==> src/rtl/bsfr_pkg.sv <==
package bsfr_pkg;

	// Largest payload a frame may carry, check byte excluded.
	localparam int unsigned MAX_PAYLOAD = 1024;
	localparam int unsigned LEN_W = 11;

	// Escaped pair codes and accepted addresses.
	localparam logic [7:0] ESC_OF_ESC = 8'h7D;
	localparam logic [7:0] ESC_OF_FLAG = 8'h7C;
	localparam logic [7:0] ADDR_A = 8'h01;
	localparam logic [7:0] ADDR_B = 8'h03;

	// Register indexes on the configuration port.
	localparam logic [1:0] REG_FLAG = 2'd0;
	localparam logic [1:0] REG_ESCAPE = 2'd1;
	localparam logic [1:0] REG_EXP_CTRL = 2'd2;

	// Reset values of the registers.
	localparam logic [7:0] FLAG_RESET = 8'h5C;
	localparam logic [7:0] ESCAPE_RESET = 8'h5D;
	localparam logic [7:0] EXP_CTRL_RESET = 8'h00;

	// Result kinds.
	localparam logic KIND_BYTE = 1'b0;
	localparam logic KIND_STATUS = 1'b1;

	// Status codes.
	localparam logic [2:0] ST_BYTE = 3'd0;
	localparam logic [2:0] ST_DATA_OK = 3'd1;
	localparam logic [2:0] ST_SUPER_OK = 3'd2;
	localparam logic [2:0] ST_CTRL_MISMATCH = 3'd3;
	localparam logic [2:0] ST_HDR_CHECK = 3'd4;
	localparam logic [2:0] ST_DATA_CHECK = 3'd5;
	localparam logic [2:0] ST_BAD_ESC = 3'd6;

	// Live register values seen by the deframer.
	typedef struct packed {
		logic [7:0] flag_value;
		logic [7:0] escape_value;
		logic [7:0] ctrl_expect;
	} bsfr_cfg_t;

	// One result word.
	typedef struct packed {
		logic             kind;
		logic [7:0]       payload_byte;
		logic [2:0]       status;
		logic [LEN_W-1:0] payload_length;
	} bsfr_result_t;

endpackage

==> src/rtl/bsfr_cfg_regs.sv <==
module bsfr_cfg_regs (
	input  logic               clk,
	input  logic               arst_n,
	input  logic               psel,
	input  logic               penable,
	input  logic               pwrite,
	input  logic [3:0]         paddr,
	input  logic [31:0]        pwdata,
	output logic [31:0]        prdata,
	output logic               pready,
	output bsfr_pkg::bsfr_cfg_t cfg
);

	logic [1:0] reg_idx;
	logic       wr_en;

	assign pready = 1'b1;
	assign reg_idx = paddr[3:2];
	assign wr_en = psel && penable && pwrite && pready;

	// Register writes in the access phase.
	always_ff @(posedge clk or negedge arst_n) begin
		if (!arst_n) begin
			cfg.flag_value <= bsfr_pkg::FLAG_RESET;
			cfg.escape_value <= bsfr_pkg::ESCAPE_RESET;
			cfg.ctrl_expect <= bsfr_pkg::EXP_CTRL_RESET;
		end else if (wr_en) begin
			unique case (reg_idx)
				bsfr_pkg::REG_FLAG: cfg.flag_value <= pwdata[7:0];
				bsfr_pkg::REG_ESCAPE: cfg.escape_value <= pwdata[7:0];
				bsfr_pkg::REG_EXP_CTRL: cfg.ctrl_expect <= pwdata[7:0];
				default: ;
			endcase
		end
	end

	// Read-back mux; unused addresses read as zero.
	always_comb begin
		unique case (reg_idx)
			bsfr_pkg::REG_FLAG: prdata = {24'd0, cfg.flag_value};
			bsfr_pkg::REG_ESCAPE: prdata = {24'd0, cfg.escape_value};
			bsfr_pkg::REG_EXP_CTRL: prdata = {24'd0, cfg.ctrl_expect};
			default: prdata = 32'd0;
		endcase
	end

endmodule

==> src/rtl/bsfr_deframer.sv <==
module bsfr_deframer (
	input  logic                   clk,
	input  logic                   arst_n,
	input  bsfr_pkg::bsfr_cfg_t    cfg,
	input  logic                   in_valid,
	output logic                   in_ready,
	input  logic [7:0]             in_byte,
	output logic                   res_valid,
	input  logic                   res_ready,
	output bsfr_pkg::bsfr_result_t res
);

	localparam logic [2:0] PH_HUNT = 3'd0;
	localparam logic [2:0] PH_FLAG = 3'd1;
	localparam logic [2:0] PH_ADDR = 3'd2;
	localparam logic [2:0] PH_CTRL = 3'd3;
	localparam logic [2:0] PH_DATA = 3'd4;
	localparam logic [2:0] PH_ESC = 3'd5;

	localparam logic [bsfr_pkg::LEN_W-1:0] MAX_LEN = bsfr_pkg::LEN_W'(bsfr_pkg::MAX_PAYLOAD);

	// Input register.
	logic       valid_s1;
	logic [7:0] byte_s1;

	// Frame state.
	logic [2:0]                 phase_q, phase_d;
	logic [7:0]                 address_q, address_d;
	logic [7:0]                 control_q, control_d;
	logic [7:0]                 held_q, held_d;
	logic                       held_valid_q, held_valid_d;
	logic [7:0]                 xor_q, xor_d;
	logic [bsfr_pkg::LEN_W-1:0] count_q, count_d;

	// Result register.
	logic                   out_valid_q;
	bsfr_pkg::bsfr_result_t out_q;

	logic                   out_free;
	logic                   step;
	logic                   take_en;
	logic [7:0]             take_data;
	logic                   emit_en;
	logic [2:0]             emit_status;
	logic [bsfr_pkg::LEN_W-1:0] emit_len;
	logic                   gen_valid;
	bsfr_pkg::bsfr_result_t gen;

	// The held byte in the input register moves on when the result slot frees up.
	assign out_free = !out_valid_q || res_ready;
	assign step = valid_s1 && out_free;
	assign in_ready = !valid_s1 || step;
	assign res_valid = out_valid_q;
	assign res = out_q;

	always_ff @(posedge clk or negedge arst_n) begin
		if (!arst_n) begin
			valid_s1 <= 1'b0;
		end else if (in_ready) begin
			valid_s1 <= in_valid;
		end
	end

	always_ff @(posedge clk) begin
		if (in_ready && in_valid) begin
			byte_s1 <= in_byte;
		end
	end

	// Decode of one received byte against the frame state.
	always_comb begin
		phase_d = phase_q;
		address_d = address_q;
		control_d = control_q;
		held_d = held_q;
		held_valid_d = held_valid_q;
		xor_d = xor_q;
		count_d = count_q;
		take_en = 1'b0;
		take_data = byte_s1;
		emit_en = 1'b0;
		emit_status = bsfr_pkg::ST_BYTE;
		emit_len = '0;
		gen_valid = 1'b0;
		gen = '0;

		unique case (phase_q)
			PH_HUNT: begin
				if (byte_s1 == cfg.flag_value) phase_d = PH_FLAG;
			end
			PH_FLAG: begin
				if (byte_s1 != cfg.flag_value &&
				    (byte_s1 == bsfr_pkg::ADDR_A || byte_s1 == bsfr_pkg::ADDR_B)) begin
					address_d = byte_s1;
					held_d = 8'd0;
					held_valid_d = 1'b0;
					xor_d = 8'd0;
					count_d = '0;
					phase_d = PH_ADDR;
				end
			end
			PH_ADDR: begin
				if (byte_s1 == cfg.flag_value) begin
					phase_d = PH_FLAG;
				end else if (byte_s1 != cfg.ctrl_expect) begin
					emit_en = 1'b1;
					emit_status = bsfr_pkg::ST_CTRL_MISMATCH;
				end else begin
					control_d = byte_s1;
					phase_d = PH_CTRL;
				end
			end
			PH_CTRL: begin
				if (byte_s1 == (address_q ^ control_q)) begin
					phase_d = PH_DATA;
				end else begin
					emit_en = 1'b1;
					emit_status = bsfr_pkg::ST_HDR_CHECK;
				end
			end
			PH_DATA: begin
				// Escape takes priority when escape and flag share a value.
				if (byte_s1 == cfg.escape_value) begin
					phase_d = PH_ESC;
				end else if (byte_s1 == cfg.flag_value) begin
					emit_en = 1'b1;
					if (!held_valid_q) begin
						emit_status = bsfr_pkg::ST_SUPER_OK;
					end else begin
						emit_len = count_q;
						emit_status = (held_q == xor_q) ? bsfr_pkg::ST_DATA_OK
						                                : bsfr_pkg::ST_DATA_CHECK;
					end
				end else begin
					take_en = 1'b1;
				end
			end
			PH_ESC: begin
				if (byte_s1 == bsfr_pkg::ESC_OF_ESC) begin
					take_en = 1'b1;
					take_data = cfg.escape_value;
				end else if (byte_s1 == bsfr_pkg::ESC_OF_FLAG) begin
					take_en = 1'b1;
					take_data = cfg.flag_value;
				end else begin
					emit_en = 1'b1;
					emit_status = bsfr_pkg::ST_BAD_ESC;
					emit_len = count_q;
				end
			end
			default: phase_d = PH_HUNT;
		endcase

		// A payload byte releases the previously held one, unless the frame is full.
		if (take_en) begin
			if (held_valid_q && count_q >= MAX_LEN) begin
				emit_en = 1'b1;
				emit_status = bsfr_pkg::ST_BAD_ESC;
				emit_len = count_q;
			end else begin
				if (held_valid_q) begin
					gen_valid = 1'b1;
					gen.kind = bsfr_pkg::KIND_BYTE;
					gen.payload_byte = held_q;
					xor_d = xor_q ^ held_q;
					count_d = count_q + 1'b1;
				end
				held_d = take_data;
				held_valid_d = 1'b1;
				phase_d = PH_DATA;
			end
		end

		// Any status report ends the frame.
		if (emit_en) begin
			gen_valid = 1'b1;
			gen.kind = bsfr_pkg::KIND_STATUS;
			gen.payload_byte = 8'd0;
			gen.status = emit_status;
			gen.payload_length = emit_len;
			phase_d = PH_HUNT;
		end
	end

	// Frame state advances only when a byte is processed.
	always_ff @(posedge clk or negedge arst_n) begin
		if (!arst_n) begin
			phase_q <= PH_HUNT;
			address_q <= 8'd0;
			control_q <= 8'd0;
			held_q <= 8'd0;
			held_valid_q <= 1'b0;
			xor_q <= 8'd0;
			count_q <= '0;
		end else if (step) begin
			phase_q <= phase_d;
			address_q <= address_d;
			control_q <= control_d;
			held_q <= held_d;
			held_valid_q <= held_valid_d;
			xor_q <= xor_d;
			count_q <= count_d;
		end
	end

	// Result register.
	always_ff @(posedge clk or negedge arst_n) begin
		if (!arst_n) begin
			out_valid_q <= 1'b0;
		end else if (out_free) begin
			out_valid_q <= step && gen_valid;
		end
	end

	always_ff @(posedge clk) begin
		if (step && gen_valid) begin
			out_q <= gen;
		end
	end

endmodule

==> src/rtl/byte_stuffed_frame_receiver.sv <==
// Byte-stuffed frame receiver: takes one raw link byte per cycle and sustains that rate
// while no result word is stalled. A byte is registered on acceptance and then decoded
// into a result register; s_tready drops only while the result register holds a word
// that m_tready does not take.
// Released payload bytes come out one byte late (the last one is kept as the XOR check),
// and each frame ends with one status word. Registers: flag at 0x0, escape at 0x4,
// expected control at 0x8; write them only while the stream is idle.
module byte_stuffed_frame_receiver (
	input  logic        clk,
	input  logic        arst_n,
	// APB configuration port
	input  logic        psel,
	input  logic        penable,
	input  logic        pwrite,
	input  logic [3:0]  paddr,
	input  logic [31:0] pwdata,
	output logic [31:0] prdata,
	output logic        pready,
	// Received link bytes
	input  logic        s_tvalid,
	output logic        s_tready,
	input  logic [7:0]  s_tdata,   // [7:0] rx_byte
	// Results
	output logic        m_tvalid,
	input  logic        m_tready,
	output logic [23:0] m_tdata,   // [7:0] payload_byte, [10:8] status, [21:11] payload_length
	output logic        m_tuser    // [0] kind
);

	bsfr_pkg::bsfr_cfg_t    cfg;
	bsfr_pkg::bsfr_result_t res;

	bsfr_cfg_regs u_cfg (
		.clk     (clk),
		.arst_n  (arst_n),
		.psel    (psel),
		.penable (penable),
		.pwrite  (pwrite),
		.paddr   (paddr),
		.pwdata  (pwdata),
		.prdata  (prdata),
		.pready  (pready),
		.cfg     (cfg)
	);

	bsfr_deframer u_deframer (
		.clk       (clk),
		.arst_n    (arst_n),
		.cfg       (cfg),
		.in_valid  (s_tvalid),
		.in_ready  (s_tready),
		.in_byte   (s_tdata),
		.res_valid (m_tvalid),
		.res_ready (m_tready),
		.res       (res)
	);

	// Pack the result word onto the stream.
	assign m_tdata = {2'b00, res.payload_length, res.status, res.payload_byte};
	assign m_tuser = res.kind;

endmodule

==> config.mk <==
export PLATFORM = sky130hd
export DESIGN_NAME = byte_stuffed_frame_receiver
export DESIGN_NICKNAME = d
export VERILOG_FILES = /design/src/rtl/bsfr_pkg.sv /design/src/rtl/bsfr_cfg_regs.sv /design/src/rtl/bsfr_deframer.sv /design/src/rtl/byte_stuffed_frame_receiver.sv
export SDC_FILE = /design/constraint.sdc
export NUM_CORES = 1
export LEC_CHECK = 0
export BUFFER_PORTS_ARGS = -buffer_cell sky130_fd_sc_hd__buf_4
export CORE_ASPECT_RATIO = 0.7
export CORE_MARGIN = 3
export CORE_UTILIZATION = 55
export CTS_CLUSTER_SIZE = 28
export DETAILED_ROUTE_END_ITERATION = 6
export HOLD_SLACK_MARGIN = 0.15
export PLACE_DENSITY = 0.8
export SLEW_MARGIN = 0
export SYNTH_ARGS = -nofsm -noshare
export SYNTH_HDL_FRONTEND = slang
export SYNTH_SLANG_ARGS = --single-unit
==> constraint.sdc <==
create_clock -name clk -period 7.1 [get_ports clk]
set_clock_uncertainty 0.2 [all_clocks]
set_input_delay 0.355 -clock clk [delete_from_list [all_inputs] [get_ports clk]]
set_output_delay 0.355 -clock clk [all_outputs]
set_load 0.005 [all_outputs]
==> metrics.txt <==
status=finished clean; share of layout cells above drive strength 1=0.238; most common cell after layout, fill and taps aside=dfrtp_1; CTS tree=built; largest net degree at the start of global routing=between 70 and 80; hold path depth=3; Area contributors post-synth=dfrtp_1 (29%), edfxtp_1 (17%), mux2_2 (6.6%); CTS H-tree lvls=3; hpwl dp=between 8000 and 9000 microns; Vias=3808; Final #Nets=around 600; vias per cell=about 5.6; TritonCTS buffer count=9; GRT Util Overall=0.211; hold path startpoint=m_tready; Cell Area, Synth=0.00559 sq mm; I/O pin count=111; reg2reg setup slack=3.38 ns; Die W=127 microns; core area=0.00980 sq mm; CTS clk-pin slew, worst paths=0.07 ns; global-route wire length before repair=19300 microns; peak supply drop=0.132 mV; Worst setup EP type=flip-flop; Initial Util=0.571; capture point of the worst reg-to-reg path=u_deframer.res[18]; Routed WL=between 10000 and 15000 microns; clock root cell=clkbuf_16; Syn. warnings=0; Synth area leader=dfrtp_1; Max Clk Rate=0.269 GHz; final setup fails=0; Area Overhead vs Synth=14.8%; DRC=0; commonest register cell after synthesis=dfrtp_1; grt ovf=0; Fin. Hold Viols=0; Setup Fix Bufs, Post-CTS=0; Least-Margin Pin Slew=1.29 ns; First DRT Iteration DRCs=between 400 and 500; Die Ht=between 90 and 100 microns; synthesized flop and latch total=104; Crit Path Max Fanout=23; CTS Hold Bufs=18; Post-Place Cell Area=approximately 0.0059 sq mm; syn_area_per_cell=11.6 sq um; register area share after synthesis=0.495; EDFF count, synth=31; Post-Layout Cell Count=between 600 and 700; Post-synth ARST share=0.702; initial antenna violation count=0; final instance area=0.00642 sq mm; number of max-cap violations=0; most frequent cells in the layout=dfrtp_1 (64), buf_4 (57), nand2_1 (34); Antenna Cells=0; HP Class=in -> reg; Num Clock Sinks=104; Worst Hold End=u_deframer.res_valid; Worst setup SP type=flip-flop; placed cell count=645; period utilization=0.524; Critical R2R Launch=u_deframer.byte_s1[0]; PwrDens=215 mW/mm^2; Worst-Skew Late Latency=0.35 ns; crit path DAT=around 3.5 ns; GP Congestion=0.866; critical path class=reg -> reg; minimum clock period=3.72 ns; worst r2r path cells=7; worst-case clock buffer depth=2; die area=0.0114 sq mm; Routed Antenna Nets=0; Synth cell types=61; cell row count=30; post-synth top area share=0.286; # resized after CTS=0; IO buf count=57; number of global-route vias before repair=3826; Max Slew Vio Count=0; Slew Limit Headroom=0.140; Worst Path Required=6.86 ns; first drt pass iteration count=5; RSZ-0062 raised after global routing=no; final setup TNS=0 ns; wire per inst=between 15 and 20 microns; Post-Syn Instances=484; LEAKAGE=about 2.7 nW
-- registers in the layout (all words and copies together), names as in the netlist --
| signal | cells |
|---|---|
| u_deframer.held_valid_q | 1 |
| u_deframer.valid_s1 | 1 |
| u_deframer.byte_s1 | 8 |
| u_deframer.address_q | 8 |
| u_deframer.held_q | 8 |
| u_cfg.cfg | 24 |
| u_deframer.count_q | 11 |
| u_deframer.xor_q | 8 |
| u_deframer.phase_q | 3 |
| u_deframer.control_q | 8 |
| u_deframer.res | 23 |
| u_deframer.res_valid | 1 |
-- cell type report --
type,instances,area (sq um)
Clock inverter,1,30.0
Clock buffer,15,268
Multi-Input combinational cell,339,2520
Sequential cell,104,2770
Fill cell,725,3380
Timing Repair Buffer,75,608
Tap cell,128,160
Inverter,17,63.8
-- worst max-delay path, stage by stage (launching register included) --
cell	delay [ns]
edfxtp_1	0.78
xnor3_1	0.53
nand4_2	0.13
nor4_4	0.07
nor4_2	0.36
o41ai_4	0.14
a21boi_0	0.19
nor2_2	0.90
-- power by group --
group	switching [mW]	total, mW	internal (mW)
Sequential	0.0531	0.715	0.662
Clock	0.204	0.498	0.293
Combinational	0.0732	0.168	0.0946
-- Yosys cell counts (2+ instances only) --
library cell	instances
nor4_4	2
and3_1	2
and2_1	27
clkbuf_1	6
a22o_1	14
mux2i_1	16
nand3_1	15
ha_1	4
a21oi_1	9
nand2_1	34
o41ai_1	2
xor2_1	16
dfstp_2	9
conb_1	2
nor3_1	10
nor4_1	5
o31ai_2	2
or2_2	2
xnor3_1	5
nor3b_1	2
a31oi_1	2
buf_4	29
inv_1	16
o21ai_0	22
mux2_2	33
nor4_2	2
o2bb2ai_1	6
nand2b_1	4
edfxtp_1	31
nand4_1	6
buf_1	2
buf_6	4
nor4b_4	2
a21o_1	2
xnor2_1	20
nor2_1	19
dfrtp_1	64
a32o_1	6
buf_2	8
-- how the worst max path moves through the flow --
stage,endpoint,start,cells past startpoint
finish,u_deframer.res[18],u_deframer.byte_s1[0],7
global route,u_deframer.res[16],u_deframer.byte_s1[0],7
CTS,u_deframer.res[17],u_deframer.byte_s1[0],7
detailed placement,u_deframer.res[17],u_deframer.byte_s1[0],7
global placement,u_deframer.res[17],u_deframer.byte_s1[0],7
floorplan,u_deframer.res[0],u_deframer.byte_s1[7],8
-- per-stage QoR --
stage | hold WS [ns] | power [mW] | utilization | setup slack (ns)
global placement | 0.262 | 0.876 | 0.607 | 3.49
finish | 0.176 | 1.38 | 0.655 | 3.38
detailed placement | 0.279 | 0.885 | 0.607 | 3.37
global route | 0.219 | 1.44 | 0.655 | 3.10
CTS | 0.168 | 1.39 | 0.655 | 3.36
floorplan | -0.141 | 0.832 | - | 3.82
-- kinds of logic after synthesis --
kind of cell             count (synthesis)  synth area share
AND/OR/NAND/NOR                        138             0.142
XOR/XNOR                                42            0.0808
flip-flops                             104             0.495
multiplexers                            49            0.0951
AO/OA/AOI/OAI                           79             0.106
other                                    2           0.00134
buffers and inverters                   66            0.0709
adder cells (fa/ha/maj)                  4           0.00895
-- per-layer routing --
metal | wire length [microns] | vias to the layer above | GRT usage
met1 | 5300 | 1885 | 0.295
met3 | 613 | 8 | 0.0585
li1 | - | 1801 | -
met2 | 5560 | 114 | 0.329
met4 | 86 | 0 | 0.0473
met5 | 0 | - | 0
Note: power is estimated with default switching activity, not from simulation.
